File: src/hdl/bsl_pkg.sv
package bsl_pkg;

  localparam int Depth = 16;
  localparam int IdxW  = $clog2(Depth);
  localparam int CntW  = $clog2(Depth + 1);
  localparam int CapW  = 5;
  localparam int PosW  = 5;
  localparam int LenW  = 5;
  localparam int DataW = 32;

  localparam logic [CapW-1:0] CapReset = 5'd10;

  typedef enum logic [1:0] {
    FUNC_INSERT = 2'd0,
    FUNC_HEAD   = 2'd1,
    FUNC_TAIL   = 2'd2,
    FUNC_READ   = 2'd3
  } bsl_func_e;

  typedef struct packed {
    bsl_func_e               func;
    logic [PosW-1:0]         position;
    logic signed [DataW-1:0] value;
  } bsl_in_t;

  typedef struct packed {
    logic                    ok;
    logic signed [DataW-1:0] read_value;
    logic [LenW-1:0]         length;
  } bsl_out_t;

  typedef struct packed {
    logic exec;
  } bsl_cmd_t;

endpackage

File: src/hdl/bsl_ctrl.sv
module bsl_ctrl (
  input  logic              clk_i,
  input  logic              rst_ni,
  input  logic              in_valid_i,
  output logic              in_ready_o,
  output logic              out_valid_o,
  input  logic              out_ready_i,
  output bsl_pkg::bsl_cmd_t cmd_o
);
  import bsl_pkg::*;

  typedef enum logic {
    ST_EMPTY,
    ST_FULL
  } state_e;

  state_e state_q, state_d;

  assign in_ready_o  = (state_q == ST_EMPTY) || out_ready_i;
  assign out_valid_o = (state_q == ST_FULL);
  assign cmd_o.exec  = in_valid_i && in_ready_o;

  always_comb begin
    state_d = state_q;
    unique case (state_q)
      ST_EMPTY: begin
        if (cmd_o.exec) state_d = ST_FULL;
      end
      ST_FULL: begin
        if (cmd_o.exec) begin
          state_d = ST_FULL;
        end else if (out_ready_i) begin
          state_d = ST_EMPTY;
        end
      end
      default: state_d = ST_EMPTY;
    endcase
  end

  always_ff @(posedge clk_i or negedge rst_ni) begin
    if (!rst_ni) begin
      state_q <= ST_EMPTY;
    end else begin
      state_q <= state_d;
    end
  end

endmodule

File: src/hdl/bsl_dp.sv
module bsl_dp (
  input  logic                      clk_i,
  input  logic                      rst_ni,
  input  bsl_pkg::bsl_cmd_t         cmd_i,
  input  logic                      cfg_we_i,
  input  logic [bsl_pkg::CapW-1:0]  cfg_wdata_i,
  input  bsl_pkg::bsl_in_t          in_data_i,
  output bsl_pkg::bsl_out_t         out_data_o
);
  import bsl_pkg::*;

  logic signed [DataW-1:0] entries_q [Depth];
  logic signed [DataW-1:0] entries_d [Depth];
  logic signed [DataW-1:0] shifted   [Depth];
  logic [CntW-1:0]         count_q, count_d;
  logic [CapW-1:0]         capacity_q;
  bsl_out_t                result_q, result_d;

  logic [CntW-1:0]         limit;
  logic                    has_room;
  logic [PosW-1:0]         pos_m1;
  logic [IdxW-1:0]         rd_idx;
  logic                    read_ok;
  logic                    insert_ok;
  logic [CntW-1:0]         slot;
  logic [CntW-1:0]         pos_c;

  assign limit    = (CntW'(capacity_q) > CntW'(Depth)) ? CntW'(Depth) : CntW'(capacity_q);
  assign has_room = count_q < limit;
  assign pos_m1   = in_data_i.position - PosW'(1);
  assign rd_idx   = pos_m1[IdxW-1:0];
  assign pos_c    = CntW'(in_data_i.position);
  assign read_ok  = (in_data_i.func == FUNC_READ) && (in_data_i.position != '0)
                    && (pos_c <= count_q);

  always_comb begin
    insert_ok = 1'b0;
    slot      = '0;
    unique case (in_data_i.func)
      FUNC_INSERT: begin
        insert_ok = has_room && (in_data_i.position != '0) && (pos_c <= count_q + CntW'(1));
        slot      = CntW'(pos_m1);
      end
      FUNC_HEAD: begin
        insert_ok = has_room;
        slot      = '0;
      end
      FUNC_TAIL: begin
        insert_ok = has_room;
        slot      = count_q;
      end
      FUNC_READ: begin
        insert_ok = 1'b0;
        slot      = '0;
      end
      default: begin
        insert_ok = 1'b0;
        slot      = '0;
      end
    endcase
  end

  always_comb begin
    shifted[0] = entries_q[0];
    for (int i = 1; i < Depth; i++) begin
      shifted[i] = entries_q[i-1];
    end
  end

  always_comb begin
    for (int i = 0; i < Depth; i++) begin
      if (CntW'(i) == slot) begin
        entries_d[i] = in_data_i.value;
      end else if ((CntW'(i) > slot) && (CntW'(i) <= count_q)) begin
        entries_d[i] = shifted[i];
      end else begin
        entries_d[i] = entries_q[i];
      end
    end
  end

  assign count_d             = insert_ok ? count_q + CntW'(1) : count_q;
  assign result_d.ok         = read_ok || insert_ok;
  assign result_d.read_value = read_ok ? entries_q[rd_idx] : '0;
  assign result_d.length     = LenW'(count_d);

  always_ff @(posedge clk_i or negedge rst_ni) begin
    if (!rst_ni) begin
      count_q    <= '0;
      capacity_q <= CapReset;
    end else begin
      if (cmd_i.exec) count_q <= count_d;
      if (cfg_we_i) capacity_q <= cfg_wdata_i;
    end
  end

  always_ff @(posedge clk_i) begin
    if (cmd_i.exec) begin
      result_q <= result_d;
      if (insert_ok) begin
        for (int i = 0; i < Depth; i++) begin
          entries_q[i] <= entries_d[i];
        end
      end
    end
  end

  assign out_data_o = result_q;

endmodule

File: src/hdl/bounded_sequential_list_top.sv
// Bounded list of signed 32-bit entries with insert, head insert, append and read.
// Input channel in_valid_i/in_ready_o carries one request (func, position, value);
// output channel out_valid_o/out_ready_i carries one result (ok, read_value, length).
// Every request gives exactly one result, in request order.
// Latency: a result is valid the cycle after its request is accepted.
// Throughput: one request per cycle; the whole insert shift and the read run in the
// accept cycle on a register array whose cells shift in parallel.
// A new request is taken while a result waits, as long as that result is taken in the
// same cycle; when the receiver stalls, the held result blocks further requests.
// cfg_we_i/cfg_wdata_i write the capacity register (limit saturates at 16 entries);
// write it only while no transaction is in flight.
// Reset clears the length to zero, sets capacity to 10 and marks the output register empty.
// Entry storage is not cleared; only entries below the current length are ever read.
module bounded_sequential_list_top (
  input  logic                      clk_i,
  input  logic                      rst_ni,
  input  logic                      in_valid_i,
  output logic                      in_ready_o,
  input  bsl_pkg::bsl_in_t          in_data_i,
  output logic                      out_valid_o,
  input  logic                      out_ready_i,
  output bsl_pkg::bsl_out_t         out_data_o,
  input  logic                      cfg_we_i,
  input  logic [bsl_pkg::CapW-1:0]  cfg_wdata_i
);
  import bsl_pkg::*;

  bsl_cmd_t cmd;

  bsl_ctrl u_ctrl (
    .clk_i       (clk_i),
    .rst_ni      (rst_ni),
    .in_valid_i  (in_valid_i),
    .in_ready_o  (in_ready_o),
    .out_valid_o (out_valid_o),
    .out_ready_i (out_ready_i),
    .cmd_o       (cmd)
  );

  bsl_dp u_dp (
    .clk_i       (clk_i),
    .rst_ni      (rst_ni),
    .cmd_i       (cmd),
    .cfg_we_i    (cfg_we_i),
    .cfg_wdata_i (cfg_wdata_i),
    .in_data_i   (in_data_i),
    .out_data_o  (out_data_o)
  );

endmodule

File: config.mk
export PLATFORM = sky130hd
export DESIGN_NAME = bounded_sequential_list_top
export DESIGN_NICKNAME = d
export VERILOG_FILES = /design/src/hdl/bsl_pkg.sv /design/src/hdl/bsl_ctrl.sv /design/src/hdl/bsl_dp.sv /design/src/hdl/bounded_sequential_list_top.sv
export SDC_FILE = /design/constraint.sdc
export NUM_CORES = 1
export LEC_CHECK = 0
export BUFFER_PORTS_ARGS = -buffer_cell sky130_fd_sc_hd__clkbuf_2
export CORE_UTILIZATION = 55
export CTS_BUF_LIST = sky130_fd_sc_hd__clkbuf_2
export CTS_CLUSTER_DIAMETER = 80
export DETAILED_ROUTE_END_ITERATION = 8
export PLACE_DENSITY_LB_ADDON = 0.08
export SLEW_MARGIN = 15
export SYNTH_ARGS = -nofsm -noshare
export SYNTH_HDL_FRONTEND = slang
export SYNTH_SLANG_ARGS = --single-unit
File: constraint.sdc
create_clock -name clk_i -period 6.1 [get_ports clk_i]
set_input_delay 1.22 -clock clk_i [delete_from_list [all_inputs] [get_ports clk_i]]
set_output_delay 1.22 -clock clk_i [all_outputs]
set_load 0.05 [all_outputs]
==> impl_metrics.csv, run 1 <==
group,metric,value,unit
detailed_routing,drt-total-wl,73100,um
timing,fmax,222,MHz
critical_path,path_cells,"inv_1, nor3_1, xnor2_1, ha_1, nand3_1, a21oi_1, o311ai_2, nand3_1, buf_4, o21ba_2, buf_4",
detailed_routing,post_drt_wl_per_cell,27.0,um
layout,fin_cells,2701,
clock_network,post_cts_buffers,0,
yosys,ys_seq_elements,561,
yosys,synth_area_leaders,"edfxtp_1 (58%), mux2_2 (19%), mux4_2 (10%)",
yosys,synthTopCellsByCount,"edfxtp_1 (550), mux2_2 (478), nand2_1 (177)",
detailed_routing,num_vias,16900,
critical_path,cp.required,7.10,ns
yosys,synth.net_count,1847,
timing,period_needed,4.50,ns
placed_design,place_inst,2445,
timing,setup_tns,0,ns
power,finalPower,9.71,mW
floorplanning,row_count,82,
clock_network,cts_buffer_depth,3,
yosys,synth_warnings,0,
timing,setup_slack,1.60,ns
power,p_leak,10.7,nW
global_routing,grt_overflow,0,
timing,skew,0.0482,ns
placed_design,place_ws,0.870,ns
critical_path,cp-startpoint,"u_dp.count_q[2]",
clock_network,cts-buffers-inserted,149,
power,power_density,313,mW/mm^2
critical_path,crit_fanout,19,
critical_path,slowest_stage,"dfrtp_1",
clock_network,ctsHtreeMaxLevel,4,
timing,tightest_slew,1.24,ns
yosys,synth_cells,1777,
critical_path,worstPathArrival,5.50,ns
critical_path,regToRegEndpoint,"u_dp.entries_q[13][17]",
floorplanning,die_h,229,um
yosys,synth.most_common_cell,"edfxtp_1",
yosys,synth.distinct_cells,64,
yosys,ys_async_sr_fraction,1.96,%
power,peakVddDrop,0.000174,V
floorplanning,ios,89,
critical_path,crit_type,"reg2reg",
clock_network,ctsResizeCount,0,
clock_network,clock_sinks,561,
yosys,synth-edff-count,550,
flow_run,maxCapViolCount,0,
global_routing,grt_pass1_vias,17700,
clock_network,cts_tree,"done",
global_routing,grt.total_usage,28.5,%
global_routing,grt_max_degree,106,
yosys,synth_ff_type,"edfxtp_1",
layout,utilization,61.5,%
yosys,ys_seq_area_share,59.3,%
min_path,hp-class,"in2reg",
timing,setup_viol,0,
critical_path,r2r_cells,11,
yosys,yosysTopAreaCell,"edfxtp_1",
detailed_routing,firstDrtPassIters,5,
timing,hold_viol_final,0,
placed_design,dp_hpwl,43800,um
critical_path,r2r_setup_slack,1.60,ns
run_status,outcome,"complete, no violations",
yosys,avgSynthCellArea,15.9,um^2
timing,drv_slew,0,
critical_path,slowest_delay,0.79,ns
layout,synthToLayoutAreaGrowth,9.60,%
floorplanning,dieArea,0.0524,mm^2
detailed_routing,dr.first_iter.drc_count,1298,
critical_path,timing.rr.start,"u_dp.count_q[2]",
detailed_routing,postRouteAntennaNets,0,
critical_path,cp-end-kind,"flop",
placed_design,place_area,0.0297,mm^2
clock_network,clock_latency,1.30,ns
global_routing,grt_antenna_before_repair,2,
timing,rsz0062_at_grt,"false",
yosys,netlist_area,0.0283,mm^2
detailed_routing,via_per_inst,6.24,
yosys,synth_top_area_share,58.3,%
layout,final_area,0.0310,mm^2
critical_path,endpoint,"u_dp.entries_q[13][17]",
timing,period_share,73.8,%
placed_design,gp_congestion,0.861,
placed_design,port-buffer-count,88,
timing,maxSlewHeadroom,16.7,%
layout,drive_gt1_share,50.7,%
floorplanning,initial_core_util,56.1,%
timing,whs,0.198,ns
floorplanning,core_region_area,0.0505,mm^2
floorplanning,die-width,229,um
clock_network,clkSlewWorstSetupHoldPaths,0.09,ns
critical_path,critPathLaunchType,"flop",
global_routing,grt_pass1_wl,110000,um
clock_network,cts_root_buffer,"clkbuf_2",
detailed_routing,drcViolationCount,0,
layout,nets,2000,
[cell families (layout without fill, tap and decap cells)]
| family | after synthesis | count (layout) | share of synthesized area (%) |
|---|---|---|---|
| multiplexers | 615 | 615 | 29.5 |
| flip-flops | 561 | 561 | 59.3 |
| AND/OR/NAND/NOR | 309 | 309 | 4.95 |
| buffers and inverters | 164 | 414 | 2.58 |
| AO/OA/AOI/OAI | 93 | 93 | 2.24 |
| adder cells (fa/ha/maj) | 21 | 21 | 0.928 |
| XOR/XNOR | 14 | 14 | 0.433 |
| other | 0 | 2 | 0 |
[placed cells by master (no fill, tap or decap), types with 5 or more instances in the layout]
cell,count
a21oi_4,8
inv_1,13
inv_2,7
o21ai_0,46
xnor2_1,11
mux2_1,6
buf_4,50
nand2b_1,5
dlygate4sd3_1,6
nand3_2,5
dfrtp_1,9
nand3_1,41
ha_1,20
mux2_2,478
nor3_2,5
edfxtp_1,550
mux4_2,128
nor3_1,34
a21oi_1,7
nand2_1,176
clkbuf_2,303
nor2_1,8
clkinv_1,23
buf_12,8
nand2_2,5
[cell type report]
class	instances	area (um^2)
fillers	3985	19500
flip-flops and latches	561	16800
multi-input cells	1052	11000
clock buffers	216	1080
repair buffers	152	1040
well taps	672	841
clock inverters	32	176
inverters	14	52.6
diodes	2	5.00
[registers in the layout, indices dropped and copies added (netlist names)]
name                count
u_dp.count_q            5
u_dp.capacity_q         5
u_dp.out_data_o        38
u_ctrl.out_valid_o      1
u_dp.entries_q        512
[routing by layer]
| layer | GRT usage [%] | routed length [um] | part of all wire, % |
|---|---|---|---|
| met1 | 36.8 | 30000 | 41 |
| met2 | 47.0 | 36400 | 50 |
| met3 | 7.09 | 4770 | 6.5 |
| met4 | 10.2 | 1840 | 2.5 |
| met5 | 0 | 0 | 0 |
[worst min path at each step]
| stage | startpoint | endpoint | slack, ns | depth (start not counted) |
|---|---|---|---|---|
| 2_1_floorplan | u_dp.capacity_q[0] | u_dp.capacity_q[0] | 0.47 | 1 |
| 3_3_place_gp | u_dp.capacity_q[2] | u_dp.capacity_q[2] | 0.50 | 1 |
| 3_5_place_dp | u_ctrl.out_valid_o | u_ctrl.out_valid_o | 0.52 | 2 |
| 4_1_cts | cfg_wdata_i[2] | u_dp.capacity_q[2] | 0.01 | 2 |
| 5_1_grt | cfg_wdata_i[2] | u_dp.capacity_q[2] | 0.03 | 2 |
| 6_report | cfg_wdata_i[2] | u_dp.capacity_q[2] | 0.20 | 2 |
[repair_timing]
item	CTS	global route
setup endpoints to repair	0	0
hold endpoints to repair	16	0
hold buffers	6	0
[worst max-delay path: cells and delay by family (launching register included)]
kind	cells	cell delay (ns)
compound gates	3	1.39
xor+xnor	1	0.17
fa+ha+maj	1	0.26
buf+inv	3	0.87
flops	1	0.79
simple gates	3	0.71
[report_power, final]
| group | leakage (nW) | total (mW) | switching [mW] | internal [mW] |
|---|---|---|---|---|
| clock | 0.990 | 2.55 | 1.53 | 1.02 |
| combinational | 4.59 | 2.19 | 1.34 | 0.851 |
| sequential | 5.13 | 4.97 | 0.223 | 4.75 |
Power figures use the tool's default switching activity.
==> run 2, diff against run 1 <==
==> constraint.sdc (replaced) <==
create_clock -name clk_i -period 3.8 [get_ports clk_i]
set_input_delay 0.76 -clock clk_i [delete_from_list [all_inputs] [get_ports clk_i]]
set_output_delay 0.76 -clock clk_i [all_outputs]
set_load 0.05 [all_outputs]
==> run 2 against run 1 <==
Global-route usage is 0.66 points lower; register-to-register slack worse by 1.4 ns; first-iteration DRC count is 1.8% higher; wire length is 2.8% lower; sequential power is 59% higher; worst hold slack better by 0.099 ns; critical path depth stayed put; maximum frequency is 26% higher; cell count is 2.5% higher.
==> impl_metrics.csv, run 2 (synthesis results as in run 1) <==
group,metric,value,unit
floorplanning,initial_core_util,56.1,%
detailed_routing,post_drt_wl_per_cell,25.6,um
timing,hold_viol_final,0,
power,finalPower,15.9,mW
clock_network,post_cts_buffers,0,
min_path,min-delay-start,"out_ready_i",
critical_path,worstPathArrival,4.53,ns
placed_design,dp_hpwl,42100,um
critical_path,regToRegEndpoint,"u_dp.entries_q[13][22]",
global_routing,grt.total_usage,27.9,%
critical_path,crit_fanout,32,
placed_design,gp_congestion,0.865,
min_path,hold_end,"u_ctrl.out_valid_o",
power,power_density,497,mW/mm^2
timing,setup_tns,0,ns
timing,setup_viol,0,
layout,drive_gt1_share,50.9,%
clock_network,clock_latency,1.33,ns
floorplanning,ios,89,
layout,final_cell_mix,"edfxtp_1 (550), mux2_2 (478), clkbuf_2 (308)",
layout,final_area,0.0320,mm^2
min_path,hp-class,"in2reg",
timing,maxSlewHeadroom,33.3,%
layout,nets,2069,
placed_design,place_area,0.0302,mm^2
floorplanning,die_h,229,um
floorplanning,core_region_area,0.0505,mm^2
timing,rsz0062_at_grt,"false",
global_routing,grt_pass1_wl,109000,um
timing,period_share,94.2,%
clock_network,ctsHtreeMaxLevel,4,
critical_path,cp.required,4.75,ns
power,peakVddDrop,0.000262,V
critical_path,r2r_setup_slack,0.22,ns
run_status,outcome,"complete, no violations",
layout,utilization,63.3,%
clock_network,cts_buffer_depth,3,
global_routing,grt_antenna_before_repair,2,
global_routing,grt_pass1_vias,18000,
critical_path,cp-startpoint,"u_dp.count_q[1]",
layout,multi_input_area,0.0111,mm^2
floorplanning,die-width,229,um
clock_network,cts_tree,"done",
flow_run,maxCapViolCount,0,
global_routing,grt_overflow,0,
layout,synthToLayoutAreaGrowth,12.9,%
detailed_routing,dr_wl_met3,4330,um
detailed_routing,firstDrtPassIters,5,
power,p_leak,11.1,nW
layout,layout_commonest_cell,"edfxtp_1",
critical_path,timing.rr.start,"u_dp.count_q[1]",
critical_path,crit_type,"reg2reg",
detailed_routing,via_per_inst,6.16,
clock_network,cts_root_buffer,"clkbuf_2",
global_routing,grt_max_degree,110,
clock_network,cts-buffers-inserted,150,
timing,period_needed,3.58,ns
timing,skew,0.0727,ns
floorplanning,row_count,82,
placed_design,port-buffer-count,88,
layout,register_area,0.0168,mm^2
timing,tightest_slew,1.00,ns
clock_network,ctsResizeCount,0,
detailed_routing,met1_length,30000,um
detailed_routing,highest-signal-layer,"met4",
detailed_routing,wl_met2,35200,um
layout,fillCellCount,3868,
detailed_routing,dr.first_iter.drc_count,1322,
detailed_routing,postRouteAntennaNets,0,
detailed_routing,num_vias,17100,
floorplanning,dieArea,0.0524,mm^2
min_path,holdPathStages,4,
timing,fmax,279,MHz
critical_path,critPathLaunchType,"flop",
critical_path,r2r_cells,11,
detailed_routing,drt-total-wl,71000,um
critical_path,cp-end-kind,"flop",
clock_network,clkSlewWorstSetupHoldPaths,0.10,ns
layout,largest-register,"u_dp.entries_q",
clock_network,cts_hold_buf,47,
timing,drv_slew,0,
detailed_routing,drcViolationCount,0,
clock_network,clock_sinks,561,
layout,largest_register_ffs,512,
[run 2: critical path: stages, from the launching register on]
cell and delay [ns]:
dfrtp_1 0.52, inv_1 0.21, nor3_2 0.28, xnor2_1 0.16, ha_1 0.26, nand3_1 0.11, a21oi_1 0.07, o311ai_4 0.49
nand3_4 0.27, buf_4 0.28, o21ba_2 0.28, buf_12 0.24
[run 2: worst max path at each step]
stage                                        end  slack [ns]  cells past startpoint
final                     u_dp.entries_q[13][22]        0.22                     11
after floorplan             u_dp.entries_q[3][0]       0.007                      9
after CTS                  u_dp.entries_q[13][2]        0.24                     11
after detailed placement   u_dp.entries_q[13][9]        0.26                     11
after global placement     u_dp.entries_q[12][9]        0.32                     11
after global routing       u_dp.entries_q[12][7]        0.06                     11
[run 2: per-layer routing]
metal / vias to the layer above / GRT usage, %
met5: - / 0
met4: 0 / 9.67
met3: 110 / 5.35
met2: 611 / 46.1
met1: 8819 / 37.0
li1: 7520 / -
[run 2: power breakdown]
part	internal [mW]	switching (mW)
Sequential	7.62	0.260
Clock	1.72	2.45
Combinational	1.55	2.29
Total	10.9	5.00
[run 2: final cells by class]
type	instances	area share [%]
Antenna cell	6	0.0470
Clock buffer	221	3.46
Clock inverter	23	0.533
Inverter	14	0.164
Multi-Input combinational cell	1052	34.7
Sequential cell	561	52.6
Tap cell	672	2.63
Timing Repair Buffer	220	5.89
[run 2: through the flow]
stage	worst slack, ns	instances	hold WS [ns]
finish	0.219	2769	0.297
global route	0.0587	2766	0.258
CTS	0.243	2763	0.144
detailed placement	0.262	2472	0.496
global placement	0.321	2472	0.492
floorplan	0.00705	1777	0.464
